File: config.mk
export PLATFORM = sky130hd
export DESIGN_NAME = fit_policy_block_allocator_unit_flat
export DESIGN_NICKNAME = d
export VERILOG_FILES = /design/src/design/fpba_pkg.sv /design/src/design/fpba_if.sv /design/src/design/fit_policy_block_allocator_unit.sv /design/src/flat_wrapper.sv
export SDC_FILE = /design/constraint.sdc
export NUM_CORES = 1
export LEC_CHECK = 0
export BUFFER_PORTS_ARGS = -buffer_cell sky130_fd_sc_hd__buf_2
export CAP_MARGIN = 0
export CORE_MARGIN = 3
export CORE_UTILIZATION = 35
export CTS_CLUSTER_SIZE = 20
export DETAILED_ROUTE_END_ITERATION = 10
export PLACE_DENSITY_LB_ADDON = 0.12
export SETUP_SLACK_MARGIN = 0.5
export SYNTH_ARGS = -nofsm -noshare
export SYNTH_HDL_FRONTEND = slang
export SYNTH_SLANG_ARGS = --single-unit
File: constraint.sdc
create_clock -name clock -period 6.7 [get_ports clock]
set_input_delay 0 -clock clock [delete_from_list [all_inputs] [get_ports clock]]
set_output_delay 0 -clock clock [all_outputs]
set_load 0.005 [all_outputs]
File: src/design/fpba_pkg.sv
package fpba_pkg;

   // Table geometry.
   localparam int NUM_BLOCKS = 16;
   localparam int SIZE_BITS  = 16;
   localparam int IDX_BITS   = (NUM_BLOCKS > 1) ? $clog2(NUM_BLOCKS) : 1;
   localparam int CNT_BITS   = $clog2(NUM_BLOCKS + 1);

   // Fixed field widths of the channels and registers.
   localparam int TYPE_BITS      = 1;
   localparam int BLK_IDX_BITS   = 4;
   localparam int AMOUNT_BITS    = 16;
   localparam int BLKNUM_BITS    = 5;
   localparam int MODE_BITS      = 2;
   localparam int ACTIVE_BITS    = 5;
   localparam int CSR_INDEX_BITS = 1;
   localparam int CSR_DATA_BITS  = 5;

   typedef logic [SIZE_BITS-1:0]   size_type;
   typedef logic [IDX_BITS-1:0]    idx_type;
   typedef logic [CNT_BITS-1:0]    cnt_type;
   typedef logic [MODE_BITS-1:0]   mode_type;
   typedef logic [ACTIVE_BITS-1:0] active_type;

   // Item kinds.
   localparam logic [TYPE_BITS-1:0] REQ_LOAD  = 1'b0;
   localparam logic [TYPE_BITS-1:0] REQ_ALLOC = 1'b1;

   // Placement policies; the unused code behaves as first fit.
   localparam mode_type FIT_FIRST = 2'd0;
   localparam mode_type FIT_BEST  = 2'd1;
   localparam mode_type FIT_WORST = 2'd2;

   // Register indexes.
   localparam logic [CSR_INDEX_BITS-1:0] CSR_FIT_MODE      = 1'b0;
   localparam logic [CSR_INDEX_BITS-1:0] CSR_ACTIVE_BLOCKS = 1'b1;

   // Reset values of the registers.
   localparam mode_type   FIT_MODE_RESET      = FIT_FIRST;
   localparam active_type ACTIVE_BLOCKS_RESET = 5'd16;

endpackage

File: src/design/fpba_if.sv
// Request channel: load or allocate items.
interface fpba_req_if;
   import fpba_pkg::*;

   logic                    valid;
   logic                    ready;
   logic [TYPE_BITS-1:0]    req_type;
   logic [BLK_IDX_BITS-1:0] block_index;
   logic [AMOUNT_BITS-1:0]  amount;

   modport source (output valid, output req_type, output block_index, output amount,
                   input ready);
   modport sink   (input valid, input req_type, input block_index, input amount,
                   output ready);
endinterface

// Response channel: one item per allocate request.
interface fpba_rsp_if;
   import fpba_pkg::*;

   logic                   valid;
   logic                   ready;
   logic                   granted;
   logic [BLKNUM_BITS-1:0] block_number;
   logic [AMOUNT_BITS-1:0] left_after;

   modport source (output valid, output granted, output block_number, output left_after,
                   input ready);
   modport sink   (input valid, input granted, input block_number, input left_after,
                   output ready);
endinterface

File: src/design/fit_policy_block_allocator_unit.sv
// Block allocator with first, best and worst fit placement.
//
// The req channel carries load and allocate items. A load writes the free
// size of one table entry and finishes in the cycle it is accepted. An
// allocate item walks the active entries one per cycle through a single
// comparator, subtracts the request from the chosen entry and returns one
// rsp item with the grant flag, the 1-based block number and the size left.
//
// An allocation scans the active entries (up to 16; first fit stops at
// the first hit), takes one closing scan step when the walk runs to the
// end and then one update step that writes the table and the response
// register; the unit takes no new item until it is back in idle. The
// response sits in an output register; a new item can be accepted while
// it waits, but the next allocation holds in its update cycle until the
// receiver has taken the previous response.
//
// Reset clears the control state and sets fit_mode to first fit and
// active_blocks to 16. Table entries are undefined until loaded.
// The user must write the csr port only while the unit is idle; the unit does not enforce this.
module fit_policy_block_allocator_unit (
   input  logic                                    clock,
   input  logic                                    reset,
   fpba_req_if.sink                                req,
   fpba_rsp_if.source                              rsp,
   input  logic                                    csr_we,
   input  logic [fpba_pkg::CSR_INDEX_BITS-1:0]     csr_index,
   input  logic [fpba_pkg::CSR_DATA_BITS-1:0]      csr_wdata
);
   import fpba_pkg::*;

   typedef enum logic [1:0] {
      ST_IDLE,
      ST_SCAN,
      ST_FINISH
   } state_type;

   state_type  state_ff, state_in;
   mode_type   mode_ff;
   active_type active_ff;
   cnt_type    cnt_ff, cnt_in;
   logic       found_ff, found_in;
   idx_type    chosen_ff, chosen_in;
   size_type   best_ff, best_in;
   size_type   need_ff, need_in;

   logic                   rsp_valid_ff, rsp_valid_in;
   logic                   granted_ff, granted_in;
   logic [BLKNUM_BITS-1:0] blknum_ff, blknum_in;
   logic [AMOUNT_BITS-1:0] left_ff, left_in;

   size_type free_size_ff [NUM_BLOCKS];

   logic     req_fire;
   cnt_type  limit;
   size_type entry;
   logic     fits;
   logic     take;
   logic     out_free;
   size_type remain;
   logic     mem_we;
   idx_type  mem_waddr;
   size_type mem_wdata;

   assign req.ready = (state_ff == ST_IDLE);
   assign req_fire  = req.valid && req.ready;
   assign out_free  = !rsp_valid_ff || rsp.ready;

   // Number of entries scanned, clamped to the table depth.
   assign limit = (int'(active_ff) > NUM_BLOCKS) ? CNT_BITS'(NUM_BLOCKS)
                                                 : CNT_BITS'(active_ff);

   // The shared comparator looks at one entry per scan cycle.
   assign entry  = free_size_ff[cnt_ff[IDX_BITS-1:0]];
   assign fits   = (entry >= need_ff);
   assign take   = fits && (!found_ff ||
                            ((mode_ff == FIT_BEST)  && (entry < best_ff)) ||
                            ((mode_ff == FIT_WORST) && (entry > best_ff)));
   assign remain = best_ff - need_ff;

   // Configuration registers.
   always_ff @(posedge clock) begin
      if (reset) begin
         mode_ff   <= FIT_MODE_RESET;
         active_ff <= ACTIVE_BLOCKS_RESET;
      end else if (csr_we) begin
         case (csr_index)
            CSR_FIT_MODE:      mode_ff   <= csr_wdata[MODE_BITS-1:0];
            CSR_ACTIVE_BLOCKS: active_ff <= csr_wdata[ACTIVE_BITS-1:0];
            default: ;
         endcase
      end
   end

   // Sequencer: accept; write a load at once, or scan one entry per cycle for an allocation, then update and respond.
   always_comb begin
      state_in     = state_ff;
      cnt_in       = cnt_ff;
      found_in     = found_ff;
      chosen_in    = chosen_ff;
      best_in      = best_ff;
      need_in      = need_ff;
      rsp_valid_in = rsp_valid_ff && !rsp.ready;
      granted_in   = granted_ff;
      blknum_in    = blknum_ff;
      left_in      = left_ff;
      mem_we       = 1'b0;
      mem_waddr    = chosen_ff;
      mem_wdata    = remain;

      case (state_ff)
         ST_IDLE: begin
            if (req_fire) begin
               if (req.req_type == REQ_ALLOC) begin
                  need_in  = size_type'(req.amount);
                  cnt_in   = '0;
                  found_in = 1'b0;
                  state_in = ST_SCAN;
               end else if (int'(req.block_index) < NUM_BLOCKS) begin
                  mem_we    = 1'b1;
                  mem_waddr = IDX_BITS'(req.block_index);
                  mem_wdata = size_type'(req.amount);
               end
            end
         end
         ST_SCAN: begin
            if (cnt_ff >= limit) begin
               state_in = ST_FINISH;
            end else begin
               cnt_in = cnt_ff + 1'b1;
               if (take) begin
                  found_in  = 1'b1;
                  chosen_in = cnt_ff[IDX_BITS-1:0];
                  best_in   = entry;
                  // First fit stops at the first entry that holds the request.
                  if (mode_ff != FIT_BEST && mode_ff != FIT_WORST) begin
                     state_in = ST_FINISH;
                  end
               end
            end
         end
         ST_FINISH: begin
            if (out_free) begin
               rsp_valid_in = 1'b1;
               granted_in   = found_ff;
               blknum_in    = found_ff ? BLKNUM_BITS'(int'(chosen_ff) + 1) : '0;
               left_in      = found_ff ? AMOUNT_BITS'(remain) : '0;
               mem_we       = found_ff;
               state_in     = ST_IDLE;
            end
         end
         default: begin
            state_in = ST_IDLE;
         end
      endcase
   end

   // State and registered outputs.
   always_ff @(posedge clock) begin
      if (reset) begin
         state_ff     <= ST_IDLE;
         rsp_valid_ff <= 1'b0;
         found_ff     <= 1'b0;
         cnt_ff       <= '0;
      end else begin
         state_ff     <= state_in;
         rsp_valid_ff <= rsp_valid_in;
         found_ff     <= found_in;
         cnt_ff       <= cnt_in;
      end
      chosen_ff  <= chosen_in;
      best_ff    <= best_in;
      need_ff    <= need_in;
      granted_ff <= granted_in;
      blknum_ff  <= blknum_in;
      left_ff    <= left_in;
   end

   // Free size table, undefined until loaded.
   always_ff @(posedge clock) begin
      if (mem_we) begin
         free_size_ff[mem_waddr] <= mem_wdata;
      end
   end

   assign rsp.valid        = rsp_valid_ff;
   assign rsp.granted      = granted_ff;
   assign rsp.block_number = blknum_ff;
   assign rsp.left_after   = left_ff;

   // A new response only comes out of the update cycle.
   assert property (@(posedge clock) disable iff (reset)
      (state_ff == ST_FINISH && out_free) |=> rsp_valid_ff)
      else $error("response not issued after update");

   // The scan counter never runs past the clamped entry count.
   assert property (@(posedge clock) disable iff (reset)
      (state_ff == ST_SCAN) |-> (cnt_ff <= limit))
      else $error("scan counter beyond active entries");

   // A chosen entry always holds the request.
   assert property (@(posedge clock) disable iff (reset)
      (state_ff == ST_FINISH && found_ff) |-> (best_ff >= need_ff))
      else $error("chosen entry smaller than request");

   // A refused request reports block zero and nothing left.
   assert property (@(posedge clock) disable iff (reset)
      (rsp_valid_ff && !granted_ff) |-> (blknum_ff == '0 && left_ff == '0))
      else $error("refused response carries a block");

   // A granted request reports a block inside the table.
   assert property (@(posedge clock) disable iff (reset)
      (rsp_valid_ff && granted_ff) |->
         (blknum_ff != '0 && int'(blknum_ff) <= NUM_BLOCKS))
      else $error("granted block number out of range");

endmodule

File: src/flat_wrapper.sv
// flat-port wrapper written by rule: the top's interface ports become plain ports
module fit_policy_block_allocator_unit_flat import fpba_pkg::*;
  (clock, reset, csr_we, csr_index, csr_wdata, req_valid, req_req_type, req_block_index, req_amount, req_ready, rsp_valid, rsp_granted, rsp_block_number, rsp_left_after, rsp_ready);
  fpba_req_if req_i ();
  fpba_rsp_if rsp_i ();
  input  logic clock;
  input  logic reset;
  input  logic csr_we;
  input  logic [fpba_pkg::CSR_INDEX_BITS-1:0] csr_index;
  input  logic [fpba_pkg::CSR_DATA_BITS-1:0] csr_wdata;
  input wire logic [$bits(req_i.valid)-1:0] req_valid;
  input wire logic [$bits(req_i.req_type)-1:0] req_req_type;
  input wire logic [$bits(req_i.block_index)-1:0] req_block_index;
  input wire logic [$bits(req_i.amount)-1:0] req_amount;
  output wire logic [$bits(req_i.ready)-1:0] req_ready;
  output wire logic [$bits(rsp_i.valid)-1:0] rsp_valid;
  output wire logic [$bits(rsp_i.granted)-1:0] rsp_granted;
  output wire logic [$bits(rsp_i.block_number)-1:0] rsp_block_number;
  output wire logic [$bits(rsp_i.left_after)-1:0] rsp_left_after;
  input wire logic [$bits(rsp_i.ready)-1:0] rsp_ready;
  assign req_i.valid = req_valid;
  assign req_i.req_type = req_req_type;
  assign req_i.block_index = req_block_index;
  assign req_i.amount = req_amount;
  assign req_ready = req_i.ready;
  assign rsp_valid = rsp_i.valid;
  assign rsp_granted = rsp_i.granted;
  assign rsp_block_number = rsp_i.block_number;
  assign rsp_left_after = rsp_i.left_after;
  assign rsp_i.ready = rsp_ready;
  fit_policy_block_allocator_unit u_core (.clock(clock), .reset(reset), .req(req_i), .rsp(rsp_i), .csr_we(csr_we), .csr_index(csr_index), .csr_wdata(csr_wdata));
endmodule
Word-level counts from Yosys, hierarchy flattened
Memories as Yosys holds them, arrays and structs flattened. A register that Yosys moved wholly into a read port is not among the register bits.
Index checks and enable logic that the tools add are counted.
{ "op_classes": {"n_addsub": 3, "n_lt_le_gt_ge": 5, "n_eq_ne": 13, "mux": 33, "n_bitwise": 2, "n_reduce_logical": 22} }
{ "ops": {"columns": ["cell", "count"], "rows": [
  ["$mux 16", 3],
  ["$mux 4", 5],
  ["$mux 5", 4],
  ["$ge 16x16->1", 1],
  ["$gt 16x16->1", 1],
  ["$lt 16x16->1", 1],
  ["$sub 16x16->16", 1],
  ["$mux 2", 6],
  ["$mux 1", 11],
  ["$pmux 5 s2", 1],
  ["$reduce_and 5->1", 2],
  ["$ne 2x2->1 const B", 4],
  ["$logic_and 1x1->1", 6],
  ["$ne 2x1->1 const B", 3],
  ["$ne 3x1->1 const B", 2],
  ["$pmux 2 s3", 1],
  ["$reduce_and 2->1", 3],
  ["$reduce_and 3->1", 2],
  ["$add 4x1->5 const B", 1],
  ["$add 5x1->5 const B", 1],
  ["$ge 5x5->1", 1],
  ["$gt 5x5->1 const B", 1],
  ["$eq 2x1->1 const B", 2],
  ["$eq 2x2->1 const B", 2],
  ["7 further kinds", 13]
]} }
{ "word_totals": {"register_bits": 74, "mem_bits_rw": 256, "out_inout_bits": 24, "elab_cells": 91, "n_memories": 1} }
{ "memory_table": {"columns": ["name", "words", "word_bits", "read_ports", "rd_clocked_by_memory_dff", "wr", "line_no", "text"], "rows": [
  ["u_core.free_size_ff", 16, 16, 1, 1, 1, "fit_policy_block_allocator_unit.sv:51", "size_type free_size_ff [NUM_BLOCKS];"]
]} }

Depth between registers and ports, before layout
{ "depth": {"ltp_word": 8, "mapped_depth": 11, "mapped_depth_nobuf": 10} }

Worst setup path before layout
Ideal clock, no wire load.
{ "synth_path": {"path_type": "register -> register", "startpoint": "register with a tool-made name", "endpoint": "register u_core.best_ff[0] (enable)", "setup_ps": 422, "arrival_time_ps": 4445, "required_time_ps": 6278, "path_slack_ps": 1833, "path_stages_with_launch": 12, "n_path_buf": 2, "synth_period_minus_slack_ps": 4867, "cell_sequence": "dfxtp_1 -> buf_2 -> buf_2 -> mux4_2 -> mux4_2 -> ha_1 -> nor2b_1 -> o211ai_1 -> a2111oi_0 -> or3b_1 -> a311oi_2 -> nor3_1"} }
{ "synth_rtl": {"columns": ["item", "line_no", "text"], "rows": [
  ["end signal: assignment", "fit_policy_block_allocator_unit.sv:171", "best_ff <= best_in;"],
  ["end: declaration", "fit_policy_block_allocator_unit.sv:43", "size_type best_ff, best_in;"]
]} }

==> implementation parameters <==
Parameter                              Value

Critical path
  Slowest stage cell, crit path    sky130_fd_sc_hd__nor3_2
  Critical path launch point type    register
  WP data required    6920 ps
  Classification of the worst setup path    reg -> reg
  Reg2Reg Depth    10
  Cell family with most CP delay    simple AND/OR/NAND/NOR gates
  Number of logic stages on the critical path including buffering    10
  Ordered cell list for the critical path    buf_4 -> mux4_2 -> mux4_2 -> ha_1 -> nand4_1 -> a2111oi_0 -> or3b_1 -> a311oi_2 -> nor3_2 -> buf_4
  Critical-path maximum fanout    23
  Largest incremental delay on the critical path    780 ps
  Nature of the critical path endpoint    register
  Arr. time, crit path    5180 ps
  Worst path buffer plus inverter count    2

Power and ir drop
  Max rail drop VDD    0.146 mV
  Power density over the cells    297 mW/mm2
  Leak Pwr    5.75 nW

Final layout
  N_diodes    0
  Number of fillers in the final layout    3609
  End-of-flow core utilization    42.3%
  Area growth from synthesis to final layout    18.3%
  Post-layout net count    1072
  Fraction of final layout cells with drive strength greater than 1    24.0%

Floorplanning
  Initial core utilization    35.8%
  Overall die area    0.0435 mm2
  Core Box Area    0.0402 mm2
  Number of placement rows    73
  Boundary pin count    56
  Vertical die dimension    209 um
  Horiz. Die Dim    209 um

Place
  Post-DP HPWL    22500 um
  Port Buffer Count    55
  Final weighted congestion of routability-driven global placement    0.760

Clock network
  CTS H-tree lvls    2
  Clock Sink Count    334
  Cell chosen for the clock root    sky130_fd_sc_hd__clkbuf_16
  TritonCTS buffer count    37
  Clock tree buffer depth    3
  Buffers inserted by post-CTS timing repair    0
  Clock latency on the worst-skew pair    540 ps
  CTS tree    done
  Post-CTS clock slew at the launch and capture registers of the worst setup and hold paths    60 ps

Drt
  Detailed-routed wire length on met2    17200 um
  First-pass iteration count of the detailed router    7
  Average wire per cell in the routed design    23.1 um
  Met1 Wirelength    16500 um
  Top routing layer in use    met4
  Drt via density    5.13
  Vias post-DR    7886
  Antenna-violating nets left    0
  Wire length on met3    1390 um
  Final routed DRC violation total    0
  DRC marker count from the first detailed-route iteration    686
  DRT Wirelength    35600 um

STA
  Setup violations, final    0
  Worst Clk Skew    18.4 ps
  Transition time at the pin with the least slew margin    1200 ps
  Relative slew slack    19.7%
  Shortest period the worst path allows    4950 ps
  Final period util    73.9%
  Maximum operating frequency    0.202 GHz
  Number of max-slew violations in the final report    0
  Number of failing hold endpoints at the final stage    0
  Unrepaired setup endpoints after global routing    false
  Total negative slack    0 ps

Yosys
  Most used DFF post-synth    sky130_fd_sc_hd__edfxtp_1
  Average instance area after synthesis    17.0 um2
  EDFF count, synth    314
  Post-Syn Area    0.0144 mm2
  Count of mapped cells out of synthesis    846
  Register bit count reported by yosys    334
  Total number of yosys warnings    0
  Sequential fraction of the synthesis area    68.4%
  Xor/xnor cell area share of the yosys netlist    0.670%
  Net count of the mapped netlist    935
  Library cell with the largest summed area after synthesis    sky130_fd_sc_hd__edfxtp_1
  Mux cell area share after synthesis    12.6%
  Simple-gate share of the synthesized area    6.12%
  Adder-cell share of the synthesized area    5.01%
  Unique masters post-synth    60
  Post-synth top area share    65.6%
  Fraction of the mapped netlist area in compound gates    5.25%
  Proportion of register bits with asynchronous set or reset after synthesis    0%
  Largest family of logic cells by synthesized area    multiplexers
  Main area contributors after synthesis    sky130_fd_sc_hd__edfxtp_1 66%, sky130_fd_sc_hd__mux4_2 13%, sky130_fd_sc_hd__ha_1 4.9%, sky130_fd_sc_hd__dfxtp_1 2.8%, sky130_fd_sc_hd__a21oi_1 1.5%

Status
  Status    completed

Worst hold path
  Hold path cells    6
  Hold WC Path Type    in -> reg

GRT
  Pin count of the biggest net entering global routing    36
  Via count of the first global-routing pass    8173
  Number of antenna violations at the first check in global routing    0
  Wire length of the first global-routing pass    53100 um
  Aggregate global-route resource usage    16.3%
  GRT overflow    0

Run
  Number of max-capacitance violations reported    0
==> worst paths after layout <==
check | start | endpoint | slack (ps)
hold / removal | req_valid | u_core.state_ff[0] | 130
setup / recovery | register | u_core.best_ff[0] | 1750
setup reg to reg | register | u_core.best_ff[0] | 1750
hold reg to reg | u_core.cnt_ff[4] | u_core.cnt_ff[4] | 500
==> final cells by class <==
| cell class | count | area [um2] | area share (%) |
|---|---|---|---|
| Sequential cell | 334 | 9830 | 57.8 |
| Inverter | 45 | 169 | 0.993 |
| Clock buffer | 48 | 987 | 5.81 |
| Multi-Input combinational cell | 442 | 4350 | 25.6 |
| Timing Repair Buffer | 123 | 891 | 5.24 |
| Tap cell | 525 | 657 | 3.86 |
| Clock inverter | 20 | 115 | 0.677 |
==> report_power, final <==
part / leakage, nW / internal, mW / switching (mW) / total, mW
combinational: 2.21 / 0.264 / 0.415 / 0.678
clock: 0.536 / 1.04 / 0.806 / 1.85
sequential: 3.01 / 2.47 / 0.0402 / 2.51
total: 5.75 / 3.78 / 1.26 / 5.04
==> registers in the layout, indices dropped and copies added (netlist names), 2 cells and up, named ones only <==
signal / count
u_core.state_ff: 2
u_core.mode_ff: 2
u_core.chosen_ff: 4
u_core.best_ff: 16
u_core.cnt_ff: 5
u_core.rsp.left_after: 16
u_core.need_ff: 16
u_core.free_size_ff: 256
u_core.active_ff: 5
u_core.rsp.block_number: 5
==> placed cells by master (no fill, tap or decap), types with 6 or more instances in the layout <==
| master | count |
|---|---|
| sky130_fd_sc_hd__a21o_1 | 12 |
| sky130_fd_sc_hd__nor2_1 | 37 |
| sky130_fd_sc_hd__nor3b_1 | 7 |
| sky130_fd_sc_hd__xnor2_1 | 6 |
| sky130_fd_sc_hd__nor2b_1 | 7 |
| sky130_fd_sc_hd__nand3_1 | 15 |
| sky130_fd_sc_hd__edfxtp_1 | 314 |
| sky130_fd_sc_hd__buf_2 | 55 |
| sky130_fd_sc_hd__nor2_4 | 7 |
| sky130_fd_sc_hd__clkbuf_1 | 9 |
| sky130_fd_sc_hd__nor2_2 | 10 |
| sky130_fd_sc_hd__nand2b_1 | 6 |
| sky130_fd_sc_hd__o21ai_0 | 21 |
| sky130_fd_sc_hd__ha_1 | 56 |
| sky130_fd_sc_hd__dfxtp_1 | 18 |
| sky130_fd_sc_hd__a31oi_1 | 6 |
| sky130_fd_sc_hd__mux4_2 | 80 |
| sky130_fd_sc_hd__nand2_1 | 48 |
| sky130_fd_sc_hd__clkbuf_16 | 37 |
| sky130_fd_sc_hd__nand4_1 | 6 |
| sky130_fd_sc_hd__a21oi_1 | 42 |
| sky130_fd_sc_hd__dlygate4sd3_1 | 37 |
| sky130_fd_sc_hd__clkinv_1 | 12 |
| sky130_fd_sc_hd__inv_1 | 44 |
| sky130_fd_sc_hd__nor3_1 | 12 |
| sky130_fd_sc_hd__buf_4 | 30 |
==> repair_timing <==
item	4_1_cts	5_1_grt
hold endpoints to repair	28	0
resized for setup	0	0
hold buffers	37	0
==> worst reg2reg max path, cell delays in order, from the launching register on <==
cell and delay, ps:
sky130_fd_sc_hd__dfxtp_4 650, sky130_fd_sc_hd__buf_4 410, sky130_fd_sc_hd__mux4_2 550, sky130_fd_sc_hd__mux4_2 560, sky130_fd_sc_hd__ha_1 360, sky130_fd_sc_hd__nand4_1 210, sky130_fd_sc_hd__a2111oi_0 470, sky130_fd_sc_hd__or3b_1 190
sky130_fd_sc_hd__a311oi_2 130, sky130_fd_sc_hd__nor3_2 780, sky130_fd_sc_hd__buf_4 340
==> layer usage <==
metal	GRT usage, %	vias up
met5	0	-
met4	3.65	0
met3	2.54	37
met2	26.9	173
met1	23.1	4044
li1	-	3632
==> synth_stat cells, types with 2 or more instances <==
cell type,number
sky130_fd_sc_hd__mux4_2,80
sky130_fd_sc_hd__xnor2_1,6
sky130_fd_sc_hd__o21ai_1,2
sky130_fd_sc_hd__nor2_1,54
sky130_fd_sc_hd__nand4_1,6
sky130_fd_sc_hd__and3_1,3
sky130_fd_sc_hd__nor3_1,13
sky130_fd_sc_hd__nor3b_1,7
sky130_fd_sc_hd__dfxtp_1,20
sky130_fd_sc_hd__a31oi_1,6
sky130_fd_sc_hd__o31a_1,4
sky130_fd_sc_hd__o31ai_1,5
sky130_fd_sc_hd__nand2b_1,6
sky130_fd_sc_hd__ha_1,56
sky130_fd_sc_hd__or2_2,3
sky130_fd_sc_hd__nor2b_1,7
sky130_fd_sc_hd__a2111o_1,3
sky130_fd_sc_hd__a21o_1,12
sky130_fd_sc_hd__a21oi_1,42
sky130_fd_sc_hd__a21boi_0,2
sky130_fd_sc_hd__o21ai_0,21
sky130_fd_sc_hd__xor2_1,5
sky130_fd_sc_hd__clkbuf_1,13
sky130_fd_sc_hd__nor4_1,3
sky130_fd_sc_hd__and2_1,3
sky130_fd_sc_hd__edfxtp_1,314
sky130_fd_sc_hd__inv_1,44
sky130_fd_sc_hd__a211o_1,2
sky130_fd_sc_hd__o21a_1,3
sky130_fd_sc_hd__buf_2,10
sky130_fd_sc_hd__nand2_1,48
sky130_fd_sc_hd__nand3_1,15
==> cell families (layout without fill, tap and decap cells) <==
family,count (synthesis),count (layout)
AOI/OAI and AO/OA,114,114
DFF,334,334
and+or+nand+nor,179,179
adders and majority gates,57,57
buffers and inverters,70,236
muxes,81,81
xor gates and xnor gates,11,11
==> per-stage QoR <==
| stage | instances | setup slack [ps] | area [um2] | hold WS [ps] | total power, mW |
|---|---|---|---|---|---|
| final | 1537 | 1750 | 17000 | 126 | 5.04 |
| after global routing | 1537 | 1310 | 17000 | 167 | 5.28 |
| after CTS | 1537 | 1650 | 17000 | 82.9 | 5.11 |
| after detailed placement | 1432 | 1660 | 15500 | 195 | 3.23 |
| after global placement | 1432 | 1690 | 15500 | 196 | 3.23 |
| after floorplan | 846 | 1830 | 14400 | 98.9 | 2.96 |
No activity file was read; power rests on OpenSTA's default activity.
